`src/hdl/pspip_pkg.sv`:
```
// Shared types, constants and character codes for the path segment index parser.
`timescale 1ns / 1ps
package pspip_pkg;

	localparam int unsigned INDEX_TEXT_SLOTS = 7;
	localparam int unsigned SLOT_W = $clog2(INDEX_TEXT_SLOTS + 1);

	localparam logic [7:0] CH_NUL   = 8'h00;
	localparam logic [7:0] CH_NL    = 8'h0A;
	localparam logic [7:0] CH_PLUS  = 8'h2B;
	localparam logic [7:0] CH_ZERO  = 8'h30;
	localparam logic [7:0] CH_NINE  = 8'h39;
	localparam logic [7:0] CH_OPEN  = 8'h5B;
	localparam logic [7:0] CH_CLOSE = 8'h5D;

	localparam logic [7:0]  SEP_RESET   = 8'd47;
	localparam logic [7:0]  LIMIT_RESET = 8'd64;
	localparam logic [15:0] INDEX_NONE  = 16'hFFFF;
	localparam logic [16:0] ACCUM_SAT   = 17'h10000;

	// Configuration register indexes
	localparam logic REG_SEPARATOR  = 1'b0;
	localparam logic REG_NAME_LIMIT = 1'b1;

	// Result kinds
	localparam logic [1:0] KIND_NAME_CHAR = 2'd0;
	localparam logic [1:0] KIND_SEGMENT   = 2'd1;
	localparam logic [1:0] KIND_OVERFLOW  = 2'd2;

	typedef struct packed {
		logic              at_start;
		logic              in_brackets;
		logic [7:0]        name_count;
		logic [SLOT_W-1:0] slots_used;
		logic [16:0]       accum;
		logic              closed;
		logic              digit;
		logic              bad;
		logic              newline;
		logic              discard;
	} parse_state_t;

	localparam parse_state_t STATE_RESET = '{
		at_start:    1'b1,
		in_brackets: 1'b0,
		name_count:  8'd0,
		slots_used:  '0,
		accum:       17'd0,
		closed:      1'b0,
		digit:       1'b0,
		bad:         1'b0,
		newline:     1'b0,
		discard:     1'b0
	};

	typedef struct packed {
		logic [1:0]  kind;
		logic [7:0]  name_char;
		logic [7:0]  name_length;
		logic [15:0] index_value;
		logic        path_done;
		logic        truncated;
	} result_t;

endpackage

```
`src/hdl/pspip_step.sv`:
```
// Per-character next-state and result logic of the path segment index parser.
`timescale 1ns / 1ps
module pspip_step (
	input  pspip_pkg::parse_state_t st,
	input  logic [7:0]              ch,
	input  logic [7:0]              separator_char,
	input  logic [7:0]              name_limit,
	output pspip_pkg::parse_state_t nxt,
	output logic                    res_valid,
	output pspip_pkg::result_t      res
);
	import pspip_pkg::*;

	logic [19:0]       times_ten;
	logic [19:0]       accum_sum;
	logic [16:0]       accum_new;
	logic [15:0]       index_now;
	logic [SLOT_W-1:0] slots_next;
	logic              is_nul;
	logic              is_sep;
	logic              is_digit;

	assign is_nul   = (ch == CH_NUL);
	assign is_sep   = (ch == separator_char);
	assign is_digit = (ch >= CH_ZERO) && (ch <= CH_NINE);

	// accum * 10 + digit, saturated just above the 16-bit range
	assign times_ten = {st.accum, 3'b000} + {2'b00, st.accum, 1'b0};
	assign accum_sum = times_ten + {16'd0, ch[3:0]};
	assign accum_new = (accum_sum > {3'b000, ACCUM_SAT}) ? ACCUM_SAT : accum_sum[16:0];

	assign index_now = (!st.digit || st.bad || st.accum[16]) ? INDEX_NONE : st.accum[15:0];
	assign slots_next = st.slots_used + SLOT_W'(1);

	always_comb begin
		nxt       = st;
		res_valid = 1'b0;
		res       = '0;
		if (st.discard) begin
			if (is_nul) begin
				nxt = STATE_RESET;
			end
		end else if (st.at_start && is_sep && !is_nul) begin
			nxt.at_start = 1'b0;
		end else begin
			nxt.at_start = 1'b0;
			if (st.name_count >= name_limit || is_sep || is_nul) begin
				res_valid       = 1'b1;
				res.kind        = KIND_SEGMENT;
				res.name_length = st.name_count;
				res.index_value = index_now;
				res.path_done   = is_nul;
				res.truncated   = (st.name_count >= name_limit);
				nxt             = STATE_RESET;
			end else if (ch == CH_OPEN) begin
				nxt.in_brackets = 1'b1;
			end else if (ch == CH_CLOSE || st.in_brackets) begin
				nxt.slots_used = slots_next;
				if (ch == CH_CLOSE) begin
					nxt.closed      = 1'b1;
					nxt.in_brackets = 1'b0;
				end else if (!st.closed) begin
					if (st.newline) begin
						nxt.bad = 1'b1;
					end else if (ch == CH_PLUS && st.slots_used == '0) begin
						nxt.bad = st.bad;
					end else if (is_digit) begin
						nxt.accum = accum_new;
						nxt.digit = 1'b1;
					end else if (ch == CH_NL) begin
						nxt.newline = 1'b1;
					end else begin
						nxt.bad = 1'b1;
					end
				end
				if (slots_next >= SLOT_W'(INDEX_TEXT_SLOTS)) begin
					res_valid   = 1'b1;
					res.kind    = KIND_OVERFLOW;
					nxt.discard = 1'b1;
				end
			end else begin
				nxt.name_count = st.name_count + 8'd1;
				res_valid      = 1'b1;
				res.kind       = KIND_NAME_CHAR;
				res.name_char  = ch;
			end
		end
	end

endmodule

```
`src/hdl/path_segment_index_parser_core.sv`:
```
// Top level of the path segment index parser: input stage, parse state and result register.
`timescale 1ns / 1ps
//
// Channel   Dir   Payload                                             Handshake
// s_*       in    tdata[7:0] = ch                                     tvalid/tready
// m_*       out   tuser = kind; tdata = name_char, name_length,       tvalid/tready
//                 index_value, path_done, truncated
// cfg_*     in    cfg_addr selects separator_char / name_limit        cfg_we, no wait
//
// One character per cycle while the output does not stall. A request lands in the input
// register, then the combinational parse logic updates the segment state and loads the
// result register, from which a character's result (if any) is shown on the output.
// Reset clears the parse state, the valid flags and loads the default registers.
// A stall at the output holds the result register; the input register still takes
// one more request, and both sides stall only when both are full.
module path_segment_index_parser_core (
	input  logic        clk,
	input  logic        arst_n,
	// input stream
	input  logic        s_tvalid,
	output logic        s_tready,
	input  logic [7:0]  s_tdata,   // [7:0] ch
	// result stream
	output logic        m_tvalid,
	input  logic        m_tready,
	output logic [39:0] m_tdata,   // [7:0] name_char, [15:8] name_length,
	                               // [31:16] index_value, [32] path_done,
	                               // [33] truncated, [39:34] zero
	output logic [1:0]  m_tuser,   // [1:0] kind
	// configuration
	input  logic        cfg_we,
	input  logic        cfg_addr,
	input  logic [7:0]  cfg_data
);
	import pspip_pkg::*;

	logic [7:0]   separator_q;
	logic [7:0]   limit_q;
	logic         vld_s1;
	logic [7:0]   ch_s1;
	logic         vld_s2;
	result_t      res_s2;
	parse_state_t state_q;
	parse_state_t state_nxt;
	logic         step_valid;
	result_t      step_res;
	logic         advance;

	// Move the held character through the parse logic whenever the result slot is free
	assign advance  = vld_s1 && (!vld_s2 || m_tready);
	assign s_tready = !vld_s1 || advance;

	pspip_step u_step (
		.st             (state_q),
		.ch             (ch_s1),
		.separator_char (separator_q),
		.name_limit     (limit_q),
		.nxt            (state_nxt),
		.res_valid      (step_valid),
		.res            (step_res)
	);

	// Configuration registers; the user must write them only while the block is idle (not enforced here)
	always_ff @(posedge clk or negedge arst_n) begin
		if (!arst_n) begin
			separator_q <= SEP_RESET;
			limit_q     <= LIMIT_RESET;
		end else if (cfg_we) begin
			unique case (cfg_addr)
				REG_SEPARATOR:  separator_q <= cfg_data;
				REG_NAME_LIMIT: limit_q     <= cfg_data;
				default:        separator_q <= separator_q;
			endcase
		end
	end

	// Input stage: take a request whenever the stage empties or is empty
	always_ff @(posedge clk or negedge arst_n) begin
		if (!arst_n) begin
			vld_s1 <= 1'b0;
		end else if (s_tready) begin
			vld_s1 <= s_tvalid;
		end
	end

	always_ff @(posedge clk) begin
		if (s_tready && s_tvalid) begin
			ch_s1 <= s_tdata;
		end
	end

	// Parse state advances once per character consumed
	always_ff @(posedge clk or negedge arst_n) begin
		if (!arst_n) begin
			state_q <= STATE_RESET;
		end else if (advance) begin
			state_q <= state_nxt;
		end
	end

	// Result register: load on advance, drop once the result is taken
	always_ff @(posedge clk or negedge arst_n) begin
		if (!arst_n) begin
			vld_s2 <= 1'b0;
		end else if (advance) begin
			vld_s2 <= step_valid;
		end else if (m_tready) begin
			vld_s2 <= 1'b0;
		end
	end

	always_ff @(posedge clk) begin
		if (advance && step_valid) begin
			res_s2 <= step_res;
		end
	end

	assign m_tvalid = vld_s2;
	assign m_tuser  = res_s2.kind;
	assign m_tdata  = {6'd0, res_s2.truncated, res_s2.path_done, res_s2.index_value,
	                   res_s2.name_length, res_s2.name_char};

endmodule

```
`config.mk`:
```
export PLATFORM = sky130hd
export DESIGN_NAME = path_segment_index_parser_core
export DESIGN_NICKNAME = d
export VERILOG_FILES = /design/src/hdl/pspip_pkg.sv /design/src/hdl/pspip_step.sv /design/src/hdl/path_segment_index_parser_core.sv
export SDC_FILE = /design/constraint.sdc
export NUM_CORES = 1
export LEC_CHECK = 0
export BUFFER_PORTS_ARGS = -buffer_cell sky130_fd_sc_hd__buf_2
export CAP_MARGIN = 20
export CORE_ASPECT_RATIO = 1.2
export CORE_UTILIZATION = 50
export CTS_BUF_LIST = sky130_fd_sc_hd__clkbuf_4 sky130_fd_sc_hd__clkbuf_8
export DETAILED_ROUTE_END_ITERATION = 8
export HOLD_SLACK_MARGIN = 0.1
export PLACE_DENSITY = 0.69
export SLEW_MARGIN = 30
export SYNTH_ARGS = -nofsm -noshare
export SYNTH_HDL_FRONTEND = slang
export SYNTH_HIERARCHICAL = 1
export SYNTH_SLANG_ARGS = --single-unit
```
`constraint.sdc`:
```
create_clock -name clk -period 5 [get_ports clk]
set_clock_uncertainty 0.1 [all_clocks]
set_input_delay 0.75 -clock clk [delete_from_list [all_inputs] [get_ports clk]]
set_output_delay 0.75 -clock clk [all_outputs]
set_load 0.02 [all_outputs]
```
Yosys cells after proc, flatten, opt, wreduce, memory -nomap -nowiden
Index checks and enable logic that the tools add are counted.

Output and inout port bits: 44. Logic and storage cells: 135. Input port bits: 22. Register bits: 97.

Reductions and logical operators: 40. Magnitude comparators: 5. Bitwise gates (word level): 3. Equality and inequality tests: 16. Mux-type cells: 45. Add/sub/neg operators: 4.

Operators with widths (number): 17-bit 2-to-1 mux (6); 35-bit 2-to-1 mux (2); 34-bit 2-to-1 mux (2); 33-bit 2-to-1 mux (1); 1-bit 2-to-1 mux (25); 25-bit 2-to-1 mux (1); 20-bit by 18-bit adder with 20-bit output (1); 20-bit by 4-bit adder with 20-bit output (1); 20-bit by 17-bit greater-than comparator with 1-bit output (second input constant) (1); 10-bit AND reduction (2); 3-bit by 2-bit != test with 1-bit output (second input constant) (6); 8-bit by 7-bit == test with 1-bit output (second input constant) (2); 16-bit 2-to-1 mux (1); 8-bit 2-to-1 mux (2); 5-bit AND reduction (3); 5-bit OR reduction (2); 9-bit 2-to-1 mux (1); 3-bit nonzero test (3); 8-bit by 1-bit adder with 8-bit output (second input constant) (1); 8-bit by 4-bit == test with 1-bit output (second input constant) (1); 8-bit by 6-bit == test with 1-bit output (second input constant) (1); 8-bit == test (1); 8-bit by 6-bit greater-or-equal comparator with 1-bit output (second input constant) (1); 8-bit greater-or-equal comparator (1); other kinds (22) (45).

Depth between registers and ports, before layout
Depth in word-level cells: 14. Depth in mapped cells: 13. Gate-level depth less buffers: 13.

Cells and area by module
The synthesis kept the hierarchy.

By module, submodules not included: path_segment_index_parser_core (cells each 170, area an instance 3528.4 um^2, seq. area each 2656.3 um^2, instances 1); pspip_step (cells each 440, area an instance 2942.8 um^2, seq. area each 0.0 um^2, instances 1).

Worst setup path after synthesis
OpenSTA, ideal clock, no wires.

Path kind: reg-to-reg. Start point: reg ch_s1[1]. End point: reg res_s2, in the netlist m_tdata[0] (enable). Path buffers: 3. Path slack: 962 ps. Cell stages (with the launch flop): 12. Library setup time: 429 ps. Data arrival time: 3509 ps. Path through: edfxtp_1 > clkbuf_1 > xor2_1 > nor4_1 > and2_1 > a211o_1 > buf_2 > buf_1 > a21oi_1 > nor3_1 > nand2_1 > nor2_1.

Cells in the longest elaborated chain, start to end: 8. Elaborated cells on any way between the ends: 16.

Ends and longest elaborated chain: start: declaration (RTL line path_segment_index_parser_core.sv:40) `logic [7:0] ch_s1;`; start signal: assignment (RTL line path_segment_index_parser_core.sv:88) `ch_s1 <= s_tdata;`; 8-bit by 7-bit == test with 1-bit output (RTL line pspip_step.sv:57) `end else if (ch == CH_CLOSE || st.in_brackets) begin`; 1-bit logical OR (RTL line pspip_step.sv:57); 1-bit 2-to-1 mux (RTL line pspip_step.sv:57); 1-bit 2-to-1 mux (RTL line pspip_step.sv:55) `end else if (ch == CH_OPEN) begin`; 1-bit 2-to-1 mux (RTL line pspip_step.sv:47) `if (st.name_count >= name_limit || is_sep || is_nul) begin`; 1-bit 2-to-1 mux * (RTL line pspip_step.sv:43) `end else if (st.at_start && is_sep && !is_nul) begin`; 1-bit 2-to-1 mux * (RTL line pspip_step.sv:39) `if (st.discard) begin`; net step_valid (RTL line path_segment_index_parser_core.sv:45) `logic step_valid;`; 1-bit logical AND * (RTL line path_segment_index_parser_core.sv:113) `if (advance && step_valid) begin`; end signal: assignment (RTL line path_segment_index_parser_core.sv:114) `res_s2 <= step_res;`; end: declaration (RTL line path_segment_index_parser_core.sv:42) `result_t res_s2;`.

The timed path passes the listed nets; every way through them passes the cells marked *. A chain may end at the register's enable or synchronous reset.

==> impl_metrics.yaml <==
worst_setup_path:
  cp_data_arrival_time_ns: 4.23
  required_ns: 5.22
  r2r-start: "ch_s1[3]"
  cp_max_fo: 9
  crit_start: "ch_s1[3]"
  startpoint_type: "flip-flop"
  end_kind: "flip-flop"
  crit_type: "reg2reg"
sta:
  timing.slew.headroom_pct: 51.5
  setup_tns_ns: 0
  fin_crit_ns: 4.01
  report.final.slew_viol_count: 0
  setup-violations-final: 0
  fin_ws_ns: 0.990
  hold_viol: 0
  min_period_over_period_pct: 80.2
  whs_ns: 0.397
  worst_pin_slew_ns: 0.727
  rsz0062_at_grt: "false"
  fmax_ghz: 0.249
synth:
  async_flop_share_pct: 54.6
  synthDistinctLibCells: 76
  synth_compound_area_share_pct: 16.4
  synth-simple-area-share_pct: 14.9
  synth.most_common_cell: "nand2_1"
  ys_ff_latch: 97
  synthAdderAreaFrac_pct: 9.32
  synth_commonest_cells: "52 x nand2_1, 46 x dfrtp_1, 45 x a21oi_1, 45 x ha_1, 44 x edfxtp_1"
  synthXorXnorAreaFrac_pct: 3.36
  yosysTopAreaCell: "edfxtp_1"
  synth_area_per_cell_sq_um: 10.6
  synth_edf_count: 44
  synth_top_flop_cell: "dfrtp_1"
  synth.area.top_cells: "edfxtp_1 20%, dfrtp_1 18%, ha_1 8.7%"
  synth_top_family_by_area: "compound AO/OA/AOI/OAI gates"
  syn_area_sq_um: 6470
  synth_top_cell_area_share_pct: 20.4
  yosysSeqAreaShare_pct: 41.0
  muxShareOfSynthArea_pct: 10.6
  synth_warnings: 6
  netlist_instances: 610
drt:
  num_vias: 4913
  antenna_left: 0
  dr.pass1.iters: 5
  avgViaCountPerCell: 5.93
  totalWireLength_um: 14600
  first_iter_violations: 317
  wl_per_cell_um: 17.7
  drc_errors: 0
floorplan:
  die_w_um: 106
  ios: 66
  fp.dieH_um: 127
  rows: 45
  fp.coreArea_sq_um: 12600
  die_area_sq_um: 13400
  initial_core_util_pct: 51.3
clocking:
  htree_levels: 3
  cts_hold_buf: 0
  clock_latency_ns: 0.37
  cts-buffers-inserted: 9
  cts_resized: 0
  path_clk_slew_ns: 0.09
  tritoncts: "yes"
  post_cts_buffers: 0
  cts-root-buf: "clkbuf_8"
  clockBufferDepth: 2
  cts_sinks: 97
global_route:
  grt_pass1_vias: 4946
  antenna_found_initial: 0
  grt_usage_pct: 23.0
  grt_pass1_wl_um: 24400
  grt_max_degree: 54
  grt_overflow: 0
power:
  ir_worst_vdd_mv: 0.188
  p_total_mw: 2.05
  power.density_nw_per_um2: 291
  leakagePower_nw: 3.22
status:
  status: "complete, no violations"
place:
  dp_hpwl_um: 10500
  gp_congestion: 0.905
  dp_worst_setup_slack_ns: 1.06
  numPortBuffers: 59
final_layout:
  diodes: 0
  drive_gt1_share_pct: 24.4
  synthToLayoutAreaGrowth_pct: 9.03
  final_nets: 729
run:
  maxCapViolCount: 0
min_path:
  hp-class: "in2async"
==> critical path, cell delays in order, from the launching register on <==
cell,delay (ns)
edfxtp_1,0.54
fa_1,0.58
inv_1,0.08
fa_1,0.49
xnor2_1,0.18
nor4_1,0.26
nand3_1,0.16
a2111oi_4,0.34
nand4_1,0.18
nor4b_4,0.45
o21ai_4,0.16
o31ai_1,0.25
mux2_4,0.18
==> metrics by stage <==
step,utilization (%),cells,area [sq um]
3_5_place_dp,54.3,813,6850
5_1_grt,55.9,829,7060
3_3_place_gp,54.3,813,6850
2_1_floorplan,-,615,6490
4_1_cts,55.9,829,7060
6_report,55.9,829,7060
==> placed cells by master, fill, tap and decap left out, drive strengths merged, types with 4 or more instances in the layout <==
| cell type | instances |
|---|---|
| a211oi | 4 |
| a21o | 9 |
| a21oi | 46 |
| a22o | 5 |
| a31oi | 9 |
| and2 | 21 |
| and3 | 7 |
| buf | 65 |
| clkbuf | 11 |
| conb | 6 |
| dfrtp | 46 |
| dfstp | 7 |
| edfxtp | 44 |
| ha | 45 |
| inv | 23 |
| mux2 | 51 |
| nand2 | 53 |
| nand2b | 5 |
| nand3 | 8 |
| nand4 | 7 |
| nor2 | 30 |
| nor2b | 8 |
| nor3 | 11 |
| nor4 | 7 |
| o21a | 19 |
| o21ai | 35 |
| o31ai | 6 |
| or3 | 6 |
| xnor2 | 6 |
| xor2 | 18 |
==> final timing paths <==
check / end / slack (ns) / cells past startpoint
setup / recovery: state_q[11] / 0.99 / 12
hold / removal: m_tvalid / 0.40 / 2
setup reg to reg: state_q[11] / 0.99 / 12
hold reg to reg: limit_q[5] / 0.42 / 1
max in group asynchronous: state_q[20] / 3.90 / 2
min in group clk: limit_q[5] / 0.42 / 1
==> state kept, by name (all words and copies together) (netlist names) <==
name         cells
state_q         35
m_tdata         34
ch_s1            8
limit_q          8
separator_q      8
m_tuser          2
m_tvalid         1
vld_s1           1
==> power breakdown <==
| part | switching, mW | internal (mW) |
|---|---|---|
| combinational | 0.272 | 0.235 |
| clock | 0.272 | 0.250 |
| sequential | 0.0817 | 0.945 |
==> cells by family (layout without fill, tap and decap cells) <==
family	Yosys count	count (layout)
AOI/OAI and AO/OA	159	159
xor gates and xnor gates	24	24
adders and majority gates	47	47
buffers and inverters	54	104
DFF	97	97
muxes	51	51
other	1	6
and+or+nand+nor	177	177
==> routing by layer <==
layer	share of wire [%]	up-vias	global-route usage [%]
li1	-	2327	-
met5	0	-	0
met1	43	2415	28.0
met4	3.0	0	11.3
met3	3.3	35	3.19
met2	50	136	40.1
==> area by class of cell <==
cell class	instances	area, sq um
inverters	23	86.3
clock inverters	5	56.3
multi-input cells	464	3570
fillers	1122	5560
flip-flops and latches	97	2660
repair buffers	65	340
clock buffers	11	145
well taps	164	205
No activity file was read; power rests on OpenSTA's default activity.
